`src/rtl/core/tsp_pkg.sv`:
```
//==============================================================================
// tsp_pkg: shared types and tables for the timestamp text parser
// Holds status codes, parse phases, the record passed from the parser front
// to the epoch back end, and the small calendar and scaling tables.
//==============================================================================
`default_nettype none

package tsp_pkg;

   localparam int MAX_FRACTION_DIGITS = 9;
   localparam int QUEUE_DEPTH         = 4;
   localparam int QUEUE_AW            = $clog2(QUEUE_DEPTH);

   typedef enum logic [2:0] {
      ST_OK        = 3'd0,
      ST_FORMAT    = 3'd1,
      ST_RANGE     = 3'd2,
      ST_LEAP      = 3'd3,
      ST_DATE      = 3'd4,
      ST_FRAC_LONG = 3'd5,
      ST_OFFSET    = 3'd6
   } status_type;

   typedef enum logic [2:0] {
      PH_HEAD       = 3'd0,
      PH_AFTER_HEAD = 3'd1,
      PH_DOT        = 3'd2,
      PH_FRAC       = 3'd3,
      PH_OFFSET     = 3'd4,
      PH_END        = 3'd5
   } phase_type;

   // One parsed timestamp, handed from the parser to the arithmetic.
   typedef struct packed {
      status_type  status;
      logic [13:0] year;
      logic [6:0]  month;
      logic [6:0]  day;
      logic [6:0]  hour;
      logic [6:0]  minute;
      logic [6:0]  second;
      logic [29:0] fraction;
      logic [3:0]  frac_digits;
      logic        leap;
   } record_type;

   // Floor of x / 100 for x below 16384, by reciprocal multiplication.
   function automatic logic [14:0] div100(input logic [14:0] x);
      logic [27:0] prod;
      prod = 28'(x) * 28'd5243;
      return 15'(prod >> 19);
   endfunction

   // Gregorian leap year test for years 0..9999.
   function automatic logic leap_year(input logic [13:0] y);
      logic [14:0] q;
      logic [14:0] r;
      q = div100({1'b0, y});
      r = 15'({1'b0, y} - 15'(q * 15'd100));
      return (y[1:0] == 2'b00 && r != 15'd0) || (r == 15'd0 && q[1:0] == 2'b00);
   endfunction

   function automatic logic [4:0] month_len(input logic [3:0] m);
      case (m)
         4'd2:    return 5'd28;
         4'd4:    return 5'd30;
         4'd6:    return 5'd30;
         4'd9:    return 5'd30;
         4'd11:   return 5'd30;
         default: return 5'd31;
      endcase
   endfunction

   function automatic logic [8:0] month_start(input logic [3:0] m);
      case (m)
         4'd2:    return 9'd31;
         4'd3:    return 9'd59;
         4'd4:    return 9'd90;
         4'd5:    return 9'd120;
         4'd6:    return 9'd151;
         4'd7:    return 9'd181;
         4'd8:    return 9'd212;
         4'd9:    return 9'd243;
         4'd10:   return 9'd273;
         4'd11:   return 9'd304;
         4'd12:   return 9'd334;
         default: return 9'd0;
      endcase
   endfunction

   // Scale factor 10^(9 - n) that turns n fraction digits into nanoseconds.
   function automatic logic [29:0] frac_scale(input logic [3:0] n);
      case (n)
         4'd0:    return 30'd1000000000;
         4'd1:    return 30'd100000000;
         4'd2:    return 30'd10000000;
         4'd3:    return 30'd1000000;
         4'd4:    return 30'd100000;
         4'd5:    return 30'd10000;
         4'd6:    return 30'd1000;
         4'd7:    return 30'd100;
         4'd8:    return 30'd10;
         default: return 30'd1;
      endcase
   endfunction

endpackage

`default_nettype wire

```
`src/rtl/core/tsp_front.sv`:
```
//==============================================================================
// tsp_front: character parser
// Consumes one character per beat, keeps the field accumulators and the first
// error, and emits one record on the final character.
//==============================================================================
`default_nettype none

module tsp_front (
   input  wire logic                clock,
   input  wire logic                reset,
   input  wire logic                strict,
   input  wire logic                take,
   input  wire logic [7:0]          char_byte,
   input  wire logic                last_char,
   output logic                     push,
   output tsp_pkg::record_type      rec
);

   tsp_pkg::phase_type  phase_ff, phase_in;
   tsp_pkg::status_type err_ff, err_in;
   logic [4:0]  pos_ff, pos_in;
   logic [13:0] year_ff, year_in;
   logic [6:0]  month_ff, month_in, day_ff, day_in, hour_ff, hour_in;
   logic [6:0]  minute_ff, minute_in, second_ff, second_in;
   logic [29:0] frac_ff, frac_in;
   logic [3:0]  ndig_ff, ndig_in;
   logic        offnz_ff, offnz_in;

   logic        is_dig;
   logic [3:0]  dval;
   logic        leap;
   logic [4:0]  dim;

   assign is_dig = char_byte >= 8'h30 && char_byte <= 8'h39;
   assign dval   = char_byte[3:0];
   assign leap   = tsp_pkg::leap_year(year_ff);

   // Next parse state for the character on the input.
   always_comb begin
      phase_in  = phase_ff;
      err_in    = err_ff;
      pos_in    = pos_ff;
      year_in   = year_ff;
      month_in  = month_ff;
      day_in    = day_ff;
      hour_in   = hour_ff;
      minute_in = minute_ff;
      second_in = second_ff;
      frac_in   = frac_ff;
      ndig_in   = ndig_ff;
      offnz_in  = offnz_ff;
      dim       = 5'd31;
      case (phase_ff)
         tsp_pkg::PH_HEAD: begin
            if (pos_ff == 5'd4 || pos_ff == 5'd7) begin
               if (char_byte != 8'h2D && err_in == tsp_pkg::ST_OK) err_in = tsp_pkg::ST_FORMAT;
            end else if (pos_ff == 5'd10) begin
               if (char_byte != 8'h54 && err_in == tsp_pkg::ST_OK) err_in = tsp_pkg::ST_FORMAT;
            end else if (pos_ff == 5'd13 || pos_ff == 5'd16) begin
               if (char_byte != 8'h3A && err_in == tsp_pkg::ST_OK) err_in = tsp_pkg::ST_FORMAT;
            end else if (!is_dig) begin
               if (err_in == tsp_pkg::ST_OK) err_in = tsp_pkg::ST_FORMAT;
            end else if (pos_ff < 5'd4) begin
               year_in = 14'(year_ff * 14'd10 + 14'(dval));
            end else if (pos_ff < 5'd7) begin
               month_in = 7'(month_ff * 7'd10 + 7'(dval));
            end else if (pos_ff < 5'd10) begin
               day_in = 7'(day_ff * 7'd10 + 7'(dval));
            end else if (pos_ff < 5'd13) begin
               hour_in = 7'(hour_ff * 7'd10 + 7'(dval));
            end else if (pos_ff < 5'd16) begin
               minute_in = 7'(minute_ff * 7'd10 + 7'(dval));
            end else begin
               second_in = 7'(second_ff * 7'd10 + 7'(dval));
            end
            if (pos_ff >= 5'd18) begin
               phase_in = tsp_pkg::PH_AFTER_HEAD;
               pos_in   = 5'd0;
               if (err_in == tsp_pkg::ST_OK) begin
                  dim = (month_ff == 7'd2 && leap) ? 5'd29 : tsp_pkg::month_len(month_ff[3:0]);
                  if (hour_in > 7'd23 || minute_in > 7'd59 || second_in > 7'd60)
                     err_in = tsp_pkg::ST_RANGE;
                  else if (second_in == 7'd60)
                     err_in = tsp_pkg::ST_LEAP;
                  else if (month_in < 7'd1 || month_in > 7'd12 || day_in < 7'd1)
                     err_in = tsp_pkg::ST_DATE;
                  else if (day_in > 7'(dim))
                     err_in = tsp_pkg::ST_DATE;
               end
            end else begin
               pos_in = 5'(pos_ff + 5'd1);
            end
         end
         tsp_pkg::PH_DOT, tsp_pkg::PH_FRAC, tsp_pkg::PH_AFTER_HEAD: begin
            if (phase_ff == tsp_pkg::PH_AFTER_HEAD && char_byte == 8'h2E) begin
               phase_in = tsp_pkg::PH_DOT;
            end else if (phase_ff != tsp_pkg::PH_AFTER_HEAD && is_dig) begin
               phase_in = tsp_pkg::PH_FRAC;
               if (ndig_ff < 4'(tsp_pkg::MAX_FRACTION_DIGITS)) begin
                  frac_in = 30'(frac_ff * 30'd10 + 30'(dval));
                  ndig_in = 4'(ndig_ff + 4'd1);
               end else if (ndig_ff == 4'(tsp_pkg::MAX_FRACTION_DIGITS)) begin
                  ndig_in = 4'(ndig_ff + 4'd1);
                  if (strict && err_in == tsp_pkg::ST_OK) err_in = tsp_pkg::ST_FRAC_LONG;
               end
            end else if (phase_ff == tsp_pkg::PH_DOT) begin
               if (err_in == tsp_pkg::ST_OK) err_in = tsp_pkg::ST_FORMAT;
               phase_in = tsp_pkg::PH_END;
            end else if (char_byte == 8'h5A) begin
               phase_in = tsp_pkg::PH_END;
            end else if (char_byte == 8'h7A) begin
               if (strict && err_in == tsp_pkg::ST_OK) err_in = tsp_pkg::ST_FORMAT;
               phase_in = tsp_pkg::PH_END;
            end else if (char_byte == 8'h2B || char_byte == 8'h2D) begin
               phase_in = tsp_pkg::PH_OFFSET;
               pos_in   = 5'd1;
            end else begin
               if (err_in == tsp_pkg::ST_OK) err_in = tsp_pkg::ST_FORMAT;
               phase_in = tsp_pkg::PH_END;
            end
         end
         tsp_pkg::PH_OFFSET: begin
            if (pos_ff == 5'd3) begin
               if (char_byte != 8'h3A && err_in == tsp_pkg::ST_OK) err_in = tsp_pkg::ST_FORMAT;
            end else if (!is_dig) begin
               if (err_in == tsp_pkg::ST_OK) err_in = tsp_pkg::ST_FORMAT;
            end else if (char_byte != 8'h30) begin
               offnz_in = 1'b1;
            end
            if (pos_ff >= 5'd5) begin
               if ((offnz_in || strict) && err_in == tsp_pkg::ST_OK) err_in = tsp_pkg::ST_OFFSET;
               phase_in = tsp_pkg::PH_END;
               pos_in   = 5'd0;
            end else begin
               pos_in = 5'(pos_ff + 5'd1);
            end
         end
         default: begin
            if (err_in == tsp_pkg::ST_OK) err_in = tsp_pkg::ST_FORMAT;
         end
      endcase
   end

   // Record for the final character, with the end-of-text status.
   always_comb begin
      push            = take && last_char;
      rec.year        = year_in;
      rec.month       = month_in;
      rec.day         = day_in;
      rec.hour        = hour_in;
      rec.minute      = minute_in;
      rec.second      = second_in;
      rec.fraction    = frac_in;
      rec.frac_digits = (ndig_in > 4'(tsp_pkg::MAX_FRACTION_DIGITS)) ?
                        4'(tsp_pkg::MAX_FRACTION_DIGITS) : ndig_in;
      rec.leap        = tsp_pkg::leap_year(year_in);
      if (err_in != tsp_pkg::ST_OK) begin
         rec.status = err_in;
      end else begin
         case (phase_in)
            tsp_pkg::PH_HEAD, tsp_pkg::PH_DOT, tsp_pkg::PH_OFFSET:
               rec.status = tsp_pkg::ST_FORMAT;
            tsp_pkg::PH_AFTER_HEAD, tsp_pkg::PH_FRAC:
               rec.status = strict ? tsp_pkg::ST_FORMAT : tsp_pkg::ST_OK;
            default:
               rec.status = tsp_pkg::ST_OK;
         endcase
      end
   end

   always_ff @(posedge clock) begin
      if (reset || push) begin
         phase_ff  <= tsp_pkg::PH_HEAD;
         err_ff    <= tsp_pkg::ST_OK;
         pos_ff    <= 5'd0;
         year_ff   <= 14'd0;
         month_ff  <= 7'd0;
         day_ff    <= 7'd0;
         hour_ff   <= 7'd0;
         minute_ff <= 7'd0;
         second_ff <= 7'd0;
         frac_ff   <= 30'd0;
         ndig_ff   <= 4'd0;
         offnz_ff  <= 1'b0;
      end else if (take) begin
         phase_ff  <= phase_in;
         err_ff    <= err_in;
         pos_ff    <= pos_in;
         year_ff   <= year_in;
         month_ff  <= month_in;
         day_ff    <= day_in;
         hour_ff   <= hour_in;
         minute_ff <= minute_in;
         second_ff <= second_in;
         frac_ff   <= frac_in;
         ndig_ff   <= ndig_in;
         offnz_ff  <= offnz_in;
      end
   end

endmodule

`default_nettype wire

```
`src/rtl/core/tsp_queue.sv`:
```
//==============================================================================
// tsp_queue: record queue
// Small first-in first-out buffer between the parser and the arithmetic.
//==============================================================================
`default_nettype none

module tsp_queue (
   input  wire logic                clock,
   input  wire logic                reset,
   input  wire logic                push,
   input  tsp_pkg::record_type      push_rec,
   input  wire logic                pop,
   output logic                     full,
   output logic                     empty,
   output tsp_pkg::record_type      head_rec
);

   tsp_pkg::record_type          mem_ff [tsp_pkg::QUEUE_DEPTH];
   logic [tsp_pkg::QUEUE_AW-1:0] wptr_ff, rptr_ff;
   logic [tsp_pkg::QUEUE_AW:0]   count_ff;

   assign full     = count_ff == (tsp_pkg::QUEUE_AW+1)'(tsp_pkg::QUEUE_DEPTH);
   assign empty    = count_ff == '0;
   assign head_rec = mem_ff[rptr_ff];

   always_ff @(posedge clock) begin
      if (push) begin
         mem_ff[wptr_ff] <= push_rec;
      end
   end

   always_ff @(posedge clock) begin
      if (reset) begin
         wptr_ff  <= '0;
         rptr_ff  <= '0;
         count_ff <= '0;
      end else begin
         if (push) wptr_ff <= wptr_ff + 1'b1;
         if (pop)  rptr_ff <= rptr_ff + 1'b1;
         if (push && !pop)      count_ff <= count_ff + 1'b1;
         else if (pop && !push) count_ff <= count_ff - 1'b1;
      end
   end

endmodule

`default_nettype wire

```
`src/rtl/core/tsp_back.sv`:
```
//==============================================================================
// tsp_back: epoch arithmetic
// Three-stage stallable pipeline turning a parsed record into epoch seconds
// and nanoseconds; the last stage is the output register.
//==============================================================================
`default_nettype none

module tsp_back (
   input  wire logic                clock,
   input  wire logic                reset,
   input  wire logic                q_empty,
   input  tsp_pkg::record_type      q_rec,
   output logic                     pop,
   output logic                     out_valid,
   input  wire logic                out_ready,
   output logic [2:0]               out_status,
   output logic [38:0]              out_secs,
   output logic [29:0]              out_nanos
);

   logic advance;

   // Stage 1: year to day count.
   logic                v1_ff;
   tsp_pkg::record_type r1_ff;
   logic [21:0]         yd1_ff, yd1_in;
   logic [14:0]         q100, q400;

   // Stage 2: full day count, time of day, nanoseconds.
   logic                v2_ff;
   logic [2:0]          st2_ff;
   logic [22:0]         days2_ff, days2_in;
   logic [16:0]         hms2_ff, hms2_in;
   logic [29:0]         ns2_ff, ns2_in;
   logic [3:0]          m1;
   logic [59:0]         nsprod;

   // Stage 3: output register.
   logic                v3_ff;
   logic [2:0]          st3_ff;
   logic [38:0]         secs3_ff, secs3_in;
   logic [29:0]         ns3_ff;

   assign advance = !v3_ff || out_ready;
   assign pop     = advance && !q_empty;

   always_comb begin
      q100   = tsp_pkg::div100(15'(q_rec.year) + 15'd99);
      q400   = tsp_pkg::div100((15'(q_rec.year) + 15'd399) >> 2);
      yd1_in = 22'(22'(q_rec.year) * 22'd365 + 22'((15'(q_rec.year) + 15'd3) >> 2)
               - 22'(q100) + 22'(q400));
   end

   always_comb begin
      m1 = (r1_ff.month >= 7'd1 && r1_ff.month <= 7'd12) ? r1_ff.month[3:0] : 4'd1;
      days2_in = 23'(23'(yd1_ff) + 23'(tsp_pkg::month_start(m1)) + 23'(r1_ff.day) - 23'd1
                 + ((m1 > 4'd2 && r1_ff.leap) ? 23'd1 : 23'd0) - 23'd719528);
      hms2_in  = 17'(17'(r1_ff.hour) * 17'd3600 + 17'(r1_ff.minute) * 17'd60
                 + 17'(r1_ff.second));
      nsprod   = 60'(r1_ff.fraction) * 60'(tsp_pkg::frac_scale(r1_ff.frac_digits));
      ns2_in   = nsprod[29:0];
   end

   assign secs3_in = 39'({{16{days2_ff[22]}}, days2_ff} * 39'd86400) + 39'(hms2_ff);

   always_ff @(posedge clock) begin
      if (reset) begin
         v1_ff <= 1'b0;
         v2_ff <= 1'b0;
         v3_ff <= 1'b0;
      end else if (advance) begin
         v1_ff <= pop;
         v2_ff <= v1_ff;
         v3_ff <= v2_ff;
      end
   end

   always_ff @(posedge clock) begin
      if (advance) begin
         r1_ff    <= q_rec;
         yd1_ff   <= yd1_in;
         st2_ff   <= r1_ff.status;
         days2_ff <= days2_in;
         hms2_ff  <= hms2_in;
         ns2_ff   <= ns2_in;
         st3_ff   <= st2_ff;
         secs3_ff <= (st2_ff == tsp_pkg::ST_OK) ? secs3_in : 39'd0;
         ns3_ff   <= (st2_ff == tsp_pkg::ST_OK) ? ns2_ff : 30'd0;
      end
   end

   assign out_valid  = v3_ff;
   assign out_status = st3_ff;
   assign out_secs   = secs3_ff;
   assign out_nanos  = ns3_ff;

endmodule

`default_nettype wire

```
`src/rtl/core/timestamp_text_parser.sv`:
```
//==============================================================================
// timestamp_text_parser: streaming date-time text to epoch converter
// Parses one character per beat and returns status, seconds and nanoseconds.
//==============================================================================
// Throughput: one character beat per cycle while the queue has room, also across texts.
// Path: the record enters the queue at the edge that takes the final character,
// then passes three arithmetic stages, the last being the output register.
// Reset: synchronous, active high; clears the parser, queue and pipeline and
// sets strict mode.
`default_nettype none

module timestamp_text_parser (
   input  wire logic        clock,
   input  wire logic        reset,
   // Configuration: csr_data[0] is strict_mode.
   input  wire logic        csr_valid,
   output logic             csr_ready,
   input  wire logic [0:0]  csr_data,
   // Character stream.
   input  wire logic        req_tvalid,
   output logic             req_tready,
   input  wire logic [7:0]  req_tdata,   // [7:0] char_byte
   input  wire logic        req_tlast,   // last_char
   // Results.
   output logic             rsp_tvalid,
   input  wire logic        rsp_tready,
   output logic [71:0]      rsp_tdata    // [2:0] status, [41:3] epoch_seconds,
                                         // [71:42] fraction_nanos
);

   logic                strict_ff;
   logic                take;
   logic                push;
   logic                q_full, q_empty, pop;
   tsp_pkg::record_type push_rec, head_rec;
   logic [2:0]          status;
   logic [38:0]         secs;
   logic [29:0]         nanos;

   // The mode register is always writable; the parser reads it live.
   assign csr_ready = 1'b1;

   always_ff @(posedge clock) begin
      if (reset) begin
         strict_ff <= 1'b1;
      end else if (csr_valid) begin
         strict_ff <= csr_data[0];
      end
   end

   // A beat is taken whenever the queue has room for a possible record, so
   // the front keeps running while the back end waits on the consumer.
   assign req_tready = !q_full;
   assign take       = req_tvalid && req_tready;

   tsp_front u_front (
      .clock     (clock),
      .reset     (reset),
      .strict    (strict_ff),
      .take      (take),
      .char_byte (req_tdata),
      .last_char (req_tlast),
      .push      (push),
      .rec       (push_rec)
   );

   tsp_queue u_queue (
      .clock    (clock),
      .reset    (reset),
      .push     (push),
      .push_rec (push_rec),
      .pop      (pop),
      .full     (q_full),
      .empty    (q_empty),
      .head_rec (head_rec)
   );

   tsp_back u_back (
      .clock      (clock),
      .reset      (reset),
      .q_empty    (q_empty),
      .q_rec      (head_rec),
      .pop        (pop),
      .out_valid  (rsp_tvalid),
      .out_ready  (rsp_tready),
      .out_status (status),
      .out_secs   (secs),
      .out_nanos  (nanos)
   );

   assign rsp_tdata = {nanos, secs, status};

endmodule

`default_nettype wire
```
`config.mk`:
```
export PLATFORM = sky130hd
export DESIGN_NAME = timestamp_text_parser
export DESIGN_NICKNAME = d
export VERILOG_FILES = /design/src/rtl/core/tsp_pkg.sv /design/src/rtl/core/tsp_front.sv /design/src/rtl/core/tsp_queue.sv /design/src/rtl/core/tsp_back.sv /design/src/rtl/core/timestamp_text_parser.sv
export SDC_FILE = /design/constraint.sdc
export NUM_CORES = 2
export LEC_CHECK = 0
export BUFFER_PORTS_ARGS = -buffer_cell sky130_fd_sc_hd__buf_4
export CORE_MARGIN = 5
export CORE_UTILIZATION = 50
export CTS_BUF_LIST = sky130_fd_sc_hd__clkbuf_16
export DETAILED_ROUTE_END_ITERATION = 8
export MAX_ROUTING_LAYER = met4
export PLACE_DENSITY = 0.68
export SLEW_MARGIN = 20
export SYNTH_ARGS = -nofsm -noshare
export SYNTH_HDL_FRONTEND = slang
export SYNTH_SLANG_ARGS = --single-unit
```
`constraint.sdc`:
```
create_clock -name clock -period 13 [get_ports clock]
set_clock_uncertainty 0.05 [all_clocks]
set_input_delay 0.65 -clock clock [delete_from_list [all_inputs] [get_ports clock]]
set_output_delay 0.65 -clock clock [all_outputs]
set_load 0.05 [all_outputs]
```
==> metrics <==
status=complete, no violations; CTS root buf=clkbuf_16; Starting Density=50.5%; post-route minimum period=12.17 ns; die height=391 µm; relative slew slack=26.6%; ys flop type=edfxtp_1; GPL Wtd Cong=0.917; startpoint types=flip-flop; EDFF count, synth=588; post-synth top area share=24.3%; final worst-path cycle share=93.6%; synthesized area per cell=10.6 µm²; first-pass GRT wire length=257000 µm; count of different cell masters after synthesis=97; Die X=391 µm; # fillers=12.4k; DR DRC count=0; vias in the first global route=48.8k; Synth Cell Area=0.0727 mm²; sequential-to-total area share from yosys stat=27.9%; yosys warns=0; Routed Antenna Nets=0; via/cell ratio=5.32; Gate Count Post-Synth=6870; worst min-delay path class=input port to flip-flop; GR Util All Layers=21.6%; DPL Wire Length=122000 µm; Slowest cell on crit path=mux4_2; vias=47.4k; area occupied by multi-input gates=0.0466 mm²; FF+latch area=0.0203 mm²; CP arrival=12.58 ns; TritonRoute pass-1 iters=5; # hold bufs at CTS=0; Crit path top cell by count=fa_1; top-count cell post-synth=inv_1; Net Count, Synth=8661; final hold violations=0; Setup CP Type=flip-flop to flip-flop; final net count=8727; clock-pin transition on the worst setup and hold timing paths=0.07 ns; worst slew pin tran=1.10 ns; CTS max path bufs=3; Fmax=82.2 MHz; final WL=157000 µm; Crit Path Max Fanout=8; worst setup margin=0.829 ns; Setup WS pre-CTS=0.335 ns; max-cap violations=0; worst hold start=csr_data; largest net degree at the start of global routing=77; H-Tree Depth=3; core area=0.144 mm²; Iter 0 DRT Violations=2699; final setup vio count=0; Seq cells post-synth=719; Data required, critical path=13.41 ns; TritonCTS Buffers=80; r2r setup slk=0.83 ns; initial antenna violation count=4; CP max stage delay=0.68 ns; clock latency on the worst-skew pair=0.71 ns; Final Slew Violations=0; io pins=90; crit path capture type=flip-flop; GRT overflow=0; CTS tree=yes; fin util=54.4%; fraction of registers with async set or reset after synthesis=0%; clock sinks=719; number of cell rows=139; die area=0.153 mm²; number of port buffers=88; area grow syn2layout=7.88%; top post-synthesis cells by count=inv_1 (1392), ha_1 (973), fa_1 (803), edfxtp_1 (588), nand2_1 (551); Yosys top cell by area=edfxtp_1; DR WL/cell=17.6 µm; share of cells above drive strength 1=6.94%; setup TNS=0 ns; synth top area cells=edfxtp_1 (24%), fa_1 (22%), ha_1 (17%); RSZ-0062 raised after global routing=false
cells in the final DEF (no fill, tap or decap), drive strengths merged, types with 157 or more instances in the layout:
cell / n
inv: 1413
ha: 973
fa: 803
edfxtp: 588
nand2: 551
nor2: 287
xnor2: 273
a21oi: 264
and2: 214
buf: 157
metrics by stage:
stage | std cells | hold slack [ns] | cell area (µm²)
after floorplan | 6870 | 0.350 | 72700
after global routing | 8905 | 0.0672 | 78400
after global placement | 8753 | 0.360 | 75600
final | 8905 | 0.0933 | 78400
after CTS | 8900 | 0.0410 | 78300
after detailed placement | 8753 | 0.360 | 75600
final cells by class:
class                      count  area share (%)
multi-input combinational   4585            59.5
sequential                   719            25.9
inverter                    1393            6.67
tap                         1903            3.04
clock buffer                  80            2.55
timing repair buffer         157            1.50
clock inverter                67           0.867
antenna                        1         0.00319
worst paths after layout:
path	cells past startpoint	end
worst min-delay path	2	strict_ff$_SDFFE_PP1P_
worst min register to register	0	u_back.hms2_ff[1]$_DFFE_PN_
worst max-delay path	38	u_back.yd1_ff[20]$_DFFE_PN_
worst max register to register	38	u_back.yd1_ff[20]$_DFFE_PN_
cell families after synthesis:
family | share of synthesized area, %
fa+ha+maj | 38.9
buf+inv | 8.10
simple gates | 10.0
compound gates | 6.59
flops | 27.9
xor+xnor | 4.77
mux | 3.74
other cells | 0.00516
sequential cells by signal (all words and copies together), names as in the netlist, 14 cells and up, named ones only:
register,count
u_back.days2_ff,23
u_back.hms2_ff,17
u_back.ns2_ff,30
u_back.out_nanos,30
u_back.out_secs,39
u_back.r1_ff,73
u_back.yd1_ff,22
u_front.frac_ff,30
u_front.year_ff,14
u_queue.mem_ff,348
critical path, delay by kind of cell, from the launching register on:
family / cells / cell delay, ns
AO/OA/AOI/OAI: 12 / 3.21
buffers and inverters: 5 / 0.83
AND/OR/NAND/NOR: 4 / 0.72
multiplexers: 1 / 0.68
XOR/XNOR: 3 / 0.59
flip-flops: 1 / 0.40
adder cells (fa/ha/maj): 13 / 5.43
layer usage:
metal / up-vias / share of wire, % / track usage, %
met5: - / 0 / -
met4: 0 / 2.6 / 5.87
met3: 212 / 4.6 / 2.61
met2: 943 / 46 / 33.9
met1: 23500 / 47 / 29.9
li1: 22700 / - / -
what timing repair did:
action / CTS / global route
setup buffers: 0 / 4
endpoints found under the setup margin: 0 / 15
resized for setup: 0 / 16
Power is left out: the tool's default activity adds up to more than one toggle a clock period on the data nets, which glitch-free logic cannot reach.
